$ cat config.mk
export PLATFORM = sky130hd
export DESIGN_NAME = keyed_decimal_field_parser_top
export DESIGN_NICKNAME = d
export VERILOG_FILES = /design/src/design/kdfp_pkg.sv /design/src/design/kdfp_core.sv /design/src/design/keyed_decimal_field_parser_top.sv
export SDC_FILE = /design/constraint.sdc
export NUM_CORES = 1
export LEC_CHECK = 0
export BUFFER_PORTS_ARGS = -buffer_cell sky130_fd_sc_hd__buf_2
export CAP_MARGIN = 0
export CORE_MARGIN = 5
export CORE_UTILIZATION = 50
export CTS_BUF_LIST = sky130_fd_sc_hd__clkbuf_2
export CTS_CLUSTER_DIAMETER = 200
export DETAILED_ROUTE_END_ITERATION = 10
export PLACE_DENSITY_LB_ADDON = 0.3
export SLEW_MARGIN = 20
export SYNTH_ARGS = -nofsm -noshare
export SYNTH_HDL_FRONTEND = slang
export SYNTH_SLANG_ARGS = --single-unit
$ cat constraint.sdc
create_clock -name clk -period 4.4 [get_ports clk]
set_clock_uncertainty 0.1 [all_clocks]
set_input_delay 0.88 -clock clk [delete_from_list [all_inputs] [get_ports clk]]
set_output_delay 0.88 -clock clk [all_outputs]
set_load 0.01 [all_outputs]
$ cat src/design/kdfp_pkg.sv
// Types, constants and key tables of the keyed decimal field parser.
package kdfp_pkg;

	// Scan phase of the parser
	typedef enum logic [2:0] {
		PH_SKIP,
		PH_KEY,
		PH_SIGN,
		PH_DIGITS,
		PH_HALT
	} phase_t;

	// Key candidate bits
	localparam logic [2:0] CAND_PAGE  = 3'b001;
	localparam logic [2:0] CAND_TOTAL = 3'b010;
	localparam logic [2:0] CAND_TIME  = 3'b100;
	localparam logic [2:0] CAND_ALL   = CAND_PAGE | CAND_TOTAL | CAND_TIME;

	localparam logic [2:0] KEY_LEN_MAX   = 3'd7;
	localparam logic [2:0] KEY_LEN_PAGE  = 3'd4;
	localparam logic [2:0] KEY_LEN_TOTAL = 3'd5;
	localparam logic [2:0] KEY_LEN_TIME  = 3'd4;

	// Special characters
	localparam logic [7:0] CH_COLON = 8'h3a;
	localparam logic [7:0] CH_MINUS = 8'h2d;
	localparam logic [7:0] CH_COMMA = 8'h2c;
	localparam logic [7:0] CH_SPACE = 8'h20;
	localparam logic [7:0] CH_ZERO  = 8'h30;
	localparam logic [7:0] CH_NINE  = 8'h39;

	// One input request
	typedef struct packed {
		logic [7:0] byte_value;
		logic       has_byte;
		logic       last;
	} item_t;

	// Held values, also the result of a text
	typedef struct packed {
		logic [63:0] time_value;
		logic [31:0] total_value;
		logic [31:0] page_value;
	} result_t;

	// Character of "page" at position k
	function automatic logic [7:0] page_char(logic [2:0] k);
		case (k)
			3'd0:    return "p";
			3'd1:    return "a";
			3'd2:    return "g";
			3'd3:    return "e";
			default: return 8'h00;
		endcase
	endfunction

	// Character of "total" at position k
	function automatic logic [7:0] total_char(logic [2:0] k);
		case (k)
			3'd0:    return "t";
			3'd1:    return "o";
			3'd2:    return "t";
			3'd3:    return "a";
			3'd4:    return "l";
			default: return 8'h00;
		endcase
	endfunction

	// Character of "time" at position k
	function automatic logic [7:0] time_char(logic [2:0] k);
		case (k)
			3'd0:    return "t";
			3'd1:    return "i";
			3'd2:    return "m";
			3'd3:    return "e";
			default: return 8'h00;
		endcase
	endfunction

endpackage

$ cat src/design/kdfp_core.sv
// Parser state and its update for one byte request.
module kdfp_core import kdfp_pkg::*; (
	input  logic    clk,
	input  logic    arst_n,
	input  logic    en,
	input  item_t   item,
	output result_t res
);

	phase_t      phase_q;
	logic [2:0]  klen_q;
	logic [2:0]  cand_q;
	logic        minus_q;
	logic        digit_q;
	logic [63:0] acc_q;
	logic [63:0] neg_q;
	result_t     held_q;

	phase_t      ph;
	logic [2:0]  kl;
	logic [2:0]  cd;
	logic        mn;
	logic        dg;
	logic [63:0] ac;
	logic [63:0] ng;
	result_t     hd;
	logic        used;
	logic        is_digit;
	logic [63:0] dval;

	// Store the finished number under its key, if it has digits
	function automatic result_t commit(result_t h, logic d, logic m, logic [63:0] a,
			logic [63:0] n, logic [2:0] c, logic [2:0] k);
		result_t     r;
		logic [63:0] v;
		r = h;
		v = m ? n : a;
		if (d) begin
			if ((c & CAND_PAGE) != 3'd0 && k == KEY_LEN_PAGE) begin
				r.page_value = v[31:0];
			end else if ((c & CAND_TOTAL) != 3'd0 && k == KEY_LEN_TOTAL) begin
				r.total_value = v[31:0];
			end else if ((c & CAND_TIME) != 3'd0 && k == KEY_LEN_TIME) begin
				r.time_value = v;
			end
		end
		return r;
	endfunction

	assign is_digit = item.byte_value >= CH_ZERO && item.byte_value <= CH_NINE;
	assign dval     = {60'd0, item.byte_value[3:0]};

	// Scan one byte; the magnitude and its negation advance side by side
	always_comb begin
		ph   = phase_q;
		kl   = klen_q;
		cd   = cand_q;
		mn   = minus_q;
		dg   = digit_q;
		ac   = acc_q;
		ng   = neg_q;
		hd   = held_q;
		used = 1'b0;
		if (en && item.has_byte) begin
			if (ph == PH_SIGN) begin
				ph = PH_DIGITS;
				if (item.byte_value == CH_MINUS) begin
					mn   = 1'b1;
					used = 1'b1;
				end
			end
			if (!used && ph == PH_DIGITS) begin
				if (is_digit) begin
					ac   = (acc_q << 3) + (acc_q << 1) + dval;
					ng   = (neg_q << 3) + (neg_q << 1) - dval;
					dg   = 1'b1;
					used = 1'b1;
				end else begin
					hd = commit(hd, dg, mn, ac, ng, cd, kl);
					ph = PH_SKIP;
				end
			end
			if (!used && ph == PH_SKIP) begin
				if (item.byte_value == CH_SPACE || item.byte_value == CH_COMMA) begin
					used = 1'b1;
				end else begin
					ph = PH_KEY;
					kl = 3'd0;
					cd = CAND_ALL;
				end
			end
			if (!used && ph == PH_KEY) begin
				if (item.byte_value == CH_COLON) begin
					ph = PH_SIGN;
					mn = 1'b0;
					dg = 1'b0;
					ac = 64'd0;
					ng = 64'd0;
				end else if (item.byte_value == CH_COMMA) begin
					ph = PH_HALT;
				end else begin
					if (kl >= KEY_LEN_PAGE || page_char(kl) != item.byte_value) begin
						cd = cd & ~CAND_PAGE;
					end
					if (kl >= KEY_LEN_TOTAL || total_char(kl) != item.byte_value) begin
						cd = cd & ~CAND_TOTAL;
					end
					if (kl >= KEY_LEN_TIME || time_char(kl) != item.byte_value) begin
						cd = cd & ~CAND_TIME;
					end
					if (kl < KEY_LEN_MAX) begin
						kl = kl + 3'd1;
					end
				end
			end
		end
		// Close an open number at the end of the text
		if (en && item.last && (ph == PH_SIGN || ph == PH_DIGITS)) begin
			hd = commit(hd, dg, mn, ac, ng, cd, kl);
		end
		res = hd;
	end

	// Advance state; clear everything after the last byte
	always_ff @(posedge clk or negedge arst_n) begin
		if (!arst_n) begin
			phase_q <= PH_SKIP;
			klen_q  <= 3'd0;
			cand_q  <= CAND_ALL;
			minus_q <= 1'b0;
			digit_q <= 1'b0;
			acc_q   <= 64'd0;
			neg_q   <= 64'd0;
			held_q  <= '0;
		end else if (en) begin
			if (item.last) begin
				phase_q <= PH_SKIP;
				klen_q  <= 3'd0;
				cand_q  <= CAND_ALL;
				minus_q <= 1'b0;
				digit_q <= 1'b0;
				acc_q   <= 64'd0;
				neg_q   <= 64'd0;
				held_q  <= '0;
			end else begin
				phase_q <= ph;
				klen_q  <= kl;
				cand_q  <= cd;
				minus_q <= mn;
				digit_q <= dg;
				acc_q   <= ac;
				neg_q   <= ng;
				held_q  <= hd;
			end
		end
	end

endmodule

$ cat src/design/keyed_decimal_field_parser_top.sv
// Top level of the keyed decimal field parser with its stream handshakes.
//
// The slave channel carries one character of a text value per request: the
// raw byte in s_tdata, s_tuser set when the byte is real (clear only for an
// empty text), s_tlast on the final request of the text. At the last request
// the master channel gives one result: the signed values of the keys page,
// total and time, each zero when absent.
// A request is registered at acceptance in the input register, parsed by the
// byte scanner as it moves on from there (one multiply-by-ten add per cycle)
// and, for a last request, written to the result register, which drives
// m_tvalid and m_tdata.
// One byte is taken every cycle, sustained, unless a last request waits.
// When the receiver stalls, the result holds in the output register; further
// bytes of the next text keep flowing and only a second last request waits
// in the input register, which drops s_tready until the result is taken.
// Reset clears the parser state, the held values and both valid flags; all
// parser state also returns to its reset value after every last byte.
module keyed_decimal_field_parser_top import kdfp_pkg::*; (
	input  logic         clk,
	input  logic         arst_n,
	input  logic         s_tvalid,
	output logic         s_tready,
	input  logic [7:0]   s_tdata,   // byte_value[7:0]
	input  logic [0:0]   s_tuser,   // has_byte[0]
	input  logic         s_tlast,
	output logic         m_tvalid,
	input  logic         m_tready,
	output logic [127:0] m_tdata    // page_value[31:0], total_value[63:32], time_value[127:64]
);

	logic    valid_s1;
	item_t   item_s1;
	logic    adv;
	logic    accept;
	logic    m_valid_q;
	result_t res;
	result_t res_q;

	// Move the staged request on unless it is a last byte facing a full output
	assign adv      = valid_s1 && (!item_s1.last || !m_valid_q || m_tready);
	assign s_tready = !valid_s1 || adv;
	assign accept   = s_tvalid && s_tready;

	// Input register: valid flag
	always_ff @(posedge clk or negedge arst_n) begin
		if (!arst_n) begin
			valid_s1 <= 1'b0;
		end else if (accept) begin
			valid_s1 <= 1'b1;
		end else if (adv) begin
			valid_s1 <= 1'b0;
		end
	end

	// Input register: payload
	always_ff @(posedge clk) begin
		if (accept) begin
			item_s1 <= '{byte_value: s_tdata, has_byte: s_tuser[0], last: s_tlast};
		end
	end

	kdfp_core u_core (
		.clk    (clk),
		.arst_n (arst_n),
		.en     (adv),
		.item   (item_s1),
		.res    (res)
	);

	// Result register: valid flag
	always_ff @(posedge clk or negedge arst_n) begin
		if (!arst_n) begin
			m_valid_q <= 1'b0;
		end else if (adv && item_s1.last) begin
			m_valid_q <= 1'b1;
		end else if (m_tready) begin
			m_valid_q <= 1'b0;
		end
	end

	// Result register: payload
	always_ff @(posedge clk) begin
		if (adv && item_s1.last) begin
			res_q <= res;
		end
	end

	assign m_tvalid = m_valid_q;
	assign m_tdata  = {res_q.time_value, res_q.total_value, res_q.page_value};

endmodule

==> reports/metrics.yaml <==
place_area_mm2: 0.0317
ys_types: 98
p_leak_nw: 16.0
antenna_found_initial: 6
tritoncts: "done"
cts.root.buffer_cell: "clkbuf_2"
pwr_density_cell_mw_per_mm2: 307
die_y_um: 252
slowest_stage: "fa_1"
clk_latency_ns: 1.20
arrival_ns: 5.20
fin_crit_ns: 4.38
cts.sinks: 407
finalCritPeriodShare: 0.994
yosys.area.top_type: "dfrtp_1"
yosys-top-cells-area: "dfrtp_1, edfxtp_1, ha_1"
ys_warn_count: 0
die_area_mm2: 0.0636
syn-num-nets: 3671
fmax_mhz: 229
worstSetupStartpointType: "register"
setup_viol: 0
finalNonFillerCells: 4501
irDropWorstVdd_v: 0.000187
hpwl_mm: 73.6
htreeDepth: 3
num-nets-final: 3911
first_pass_iters: 8
cts_buffers: 104
hold_path_class: "in2async"
dp_cells: 4273
relSlewSlack: 0.395
synth-main-ff-cell: "dfrtp_1"
core.rowCount: 88
grt_pass1_wl_mm: 155
clock_path_buffers: 3
synthCells: 3403
avgViaCountPerCell: 6.20
fin_area_mm2: 0.0333
synth_edf_count: 138
grt_pass1_vias: 26039
rrSetupSlack_ns: 0.02
post-route-drc-count: 0
place_ws_ns: 0.000429
clkTransAtPathRegs_ns: 0.12
syn_to_final_growth_pct: 13.6
initial_utilization: 0.507
ios: 144
io_buffers: 143
path_max_fanout: 6
status: "completed"
cp.required_ns: 5.22
drt-initial-drc-count: 3182
drive_gt1_frac: 0.163
finalHoldViolCount: 0
power_mw: 10.2
async_flop_share: 0.661
track_usage: 0.310
routedWlPerCell_um: 22.8
path_class: "reg2reg"
end_kind: "register"
fp.dieW_um: 252
crit_chain: "buf_6, fa_1, inv_1, ha_4, nor2b_2, o31a_1, buf_4, a211oi_4, o31ai_4, a211oi_1, buf_4, o41a_1, o21ai_2, a21o_1, o32ai_1, a211oi_1, a21o_1"
gp_congestion: 1.00
maxSlewViolCount: 0
ys_seq_elements: 407
synth_most_common_cell: "nand2_1"
timing.max_cap.violations: 0
ant_nets: 0
wirelength_mm: 103
tightest_slew_ns: 0.908
vias: 27887
final.setup.worst_slack_ns: 0.0247
fin_util: 0.576
cpPeakStageDelay_ns: 0.53
postSynthAreaPerCell_um2: 8.62
syn_area_mm2: 0.0293
grt_max_degree: 151
core_mm2: 0.0579
overflow: 0
yosysTopAreaCellShare: 0.227
yosys-top-cells-count: "nand2_1, o21ai_0, dfrtp_1"
ys_seq_area_frac: 0.371
power breakdown:
group          total (mW)  switching (mW)  internal, mW
Clock                2.77            1.73          1.04
Sequential           4.09          0.0814          4.01
Combinational        3.37            2.07          1.30
Total                10.2            3.88          6.35
state kept, by name, indices dropped and copies added (netlist names), 3 cells and up:
register / flops
item_s1: 10
u_core.klen_q: 3
u_core.phase_q: 3
u_core.cand_q: 3
m_tdata: 128
u_core.held_q: 128
u_core.acc_q: 64
u_core.neg_q: 64
repair_timing:
item / in CTS / in global routing
endpoints found under the setup margin: 31 / 133
hold buffers: 14 / 0
pin swaps: 1 / 23
resized for setup: 4 / 59
gates cloned: 0 / 2
endpoints found under the hold margin: 93 / 0
setup buffers: 2 / 11
kinds of logic (layout without fill, tap and decap cells):
group,count (synthesis),after routing,share of synthesized area
DFF,407,407,0.371
adders and majority gates,254,254,0.109
xor gates and xnor gates,121,121,0.0364
muxes,111,111,0.0381
other,0,2,0
and+or+nand+nor,935,935,0.142
buffers and inverters,436,767,0.0594
AOI/OAI and AO/OA,1139,1139,0.244
cells in the final DEF, fill, tap and decap left out, drive strengths merged, types with 24 or more instances in the layout:
cell type / count
ha: 250
o21ai: 417
nand2: 489
a31oi: 26
inv: 234
a21oi: 258
nor2: 188
a22oi: 27
xnor2: 72
nor3: 45
o22ai: 27
mux2i: 106
a22o: 114
dfrtp: 266
o31ai: 25
a211oi: 34
nand4: 41
buf: 322
clkinv: 24
clkbuf: 171
a21o: 64
nand3: 53
edfxtp: 138
xor2: 49
through the flow:
| step | setup TNS [ns] | hold WS [ns] |
|---|---|---|
| 6_report | 0 | 0.0920 |
| 5_1_grt | -0.141 | 0.0924 |
| 4_1_cts | 0 | 0.0202 |
| 3_5_place_dp | 0 | 0.370 |
| 3_3_place_gp | 0 | 0.362 |
| 2_1_floorplan | 0 | 0.350 |
layer usage:
layer,vias to the layer above,part of all wire,GRT usage
met4,6,0.032,0.101
li1,12843,-,-
met2,1526,0.42,0.449
met3,207,0.12,0.0760
met1,13305,0.43,0.457
met5,-,0.00043,0
final timing paths:
kind / from / to / depth (start not counted)
max in group asynchronous: arst_n / u_core.acc_q[62] / 3
worst max register to register: item_s1[5] / m_tdata[125] / 17
min in group clk: s_tdata[4] / item_s1[6] / 2
worst min register to register: u_core.held_q[57] / u_core.held_q[57] / 2
worst max-delay path: item_s1[5] / m_tdata[125] / 17
worst min-delay path: arst_n / m_tvalid / 2
worst max-delay path, delay by kind of cell (launching register included):
family          cells  cell delay, ns
buf+inv             4            0.54
compound gates     10            2.19
flops               1            0.38
simple gates        1            0.16
fa+ha+maj           2            0.75
area by class of cell:
type | count | area (um^2)
diodes | 2 | 5.00
well taps | 765 | 957
clock inverters | 28 | 150
repair buffers | 338 | 2530
multi-input cells | 2560 | 17100
clock buffers | 169 | 846
inverters | 232 | 875
fillers | 5284 | 24600
flip-flops and latches | 407 | 10900
No activity file was read; power rests on OpenSTA's default activity.
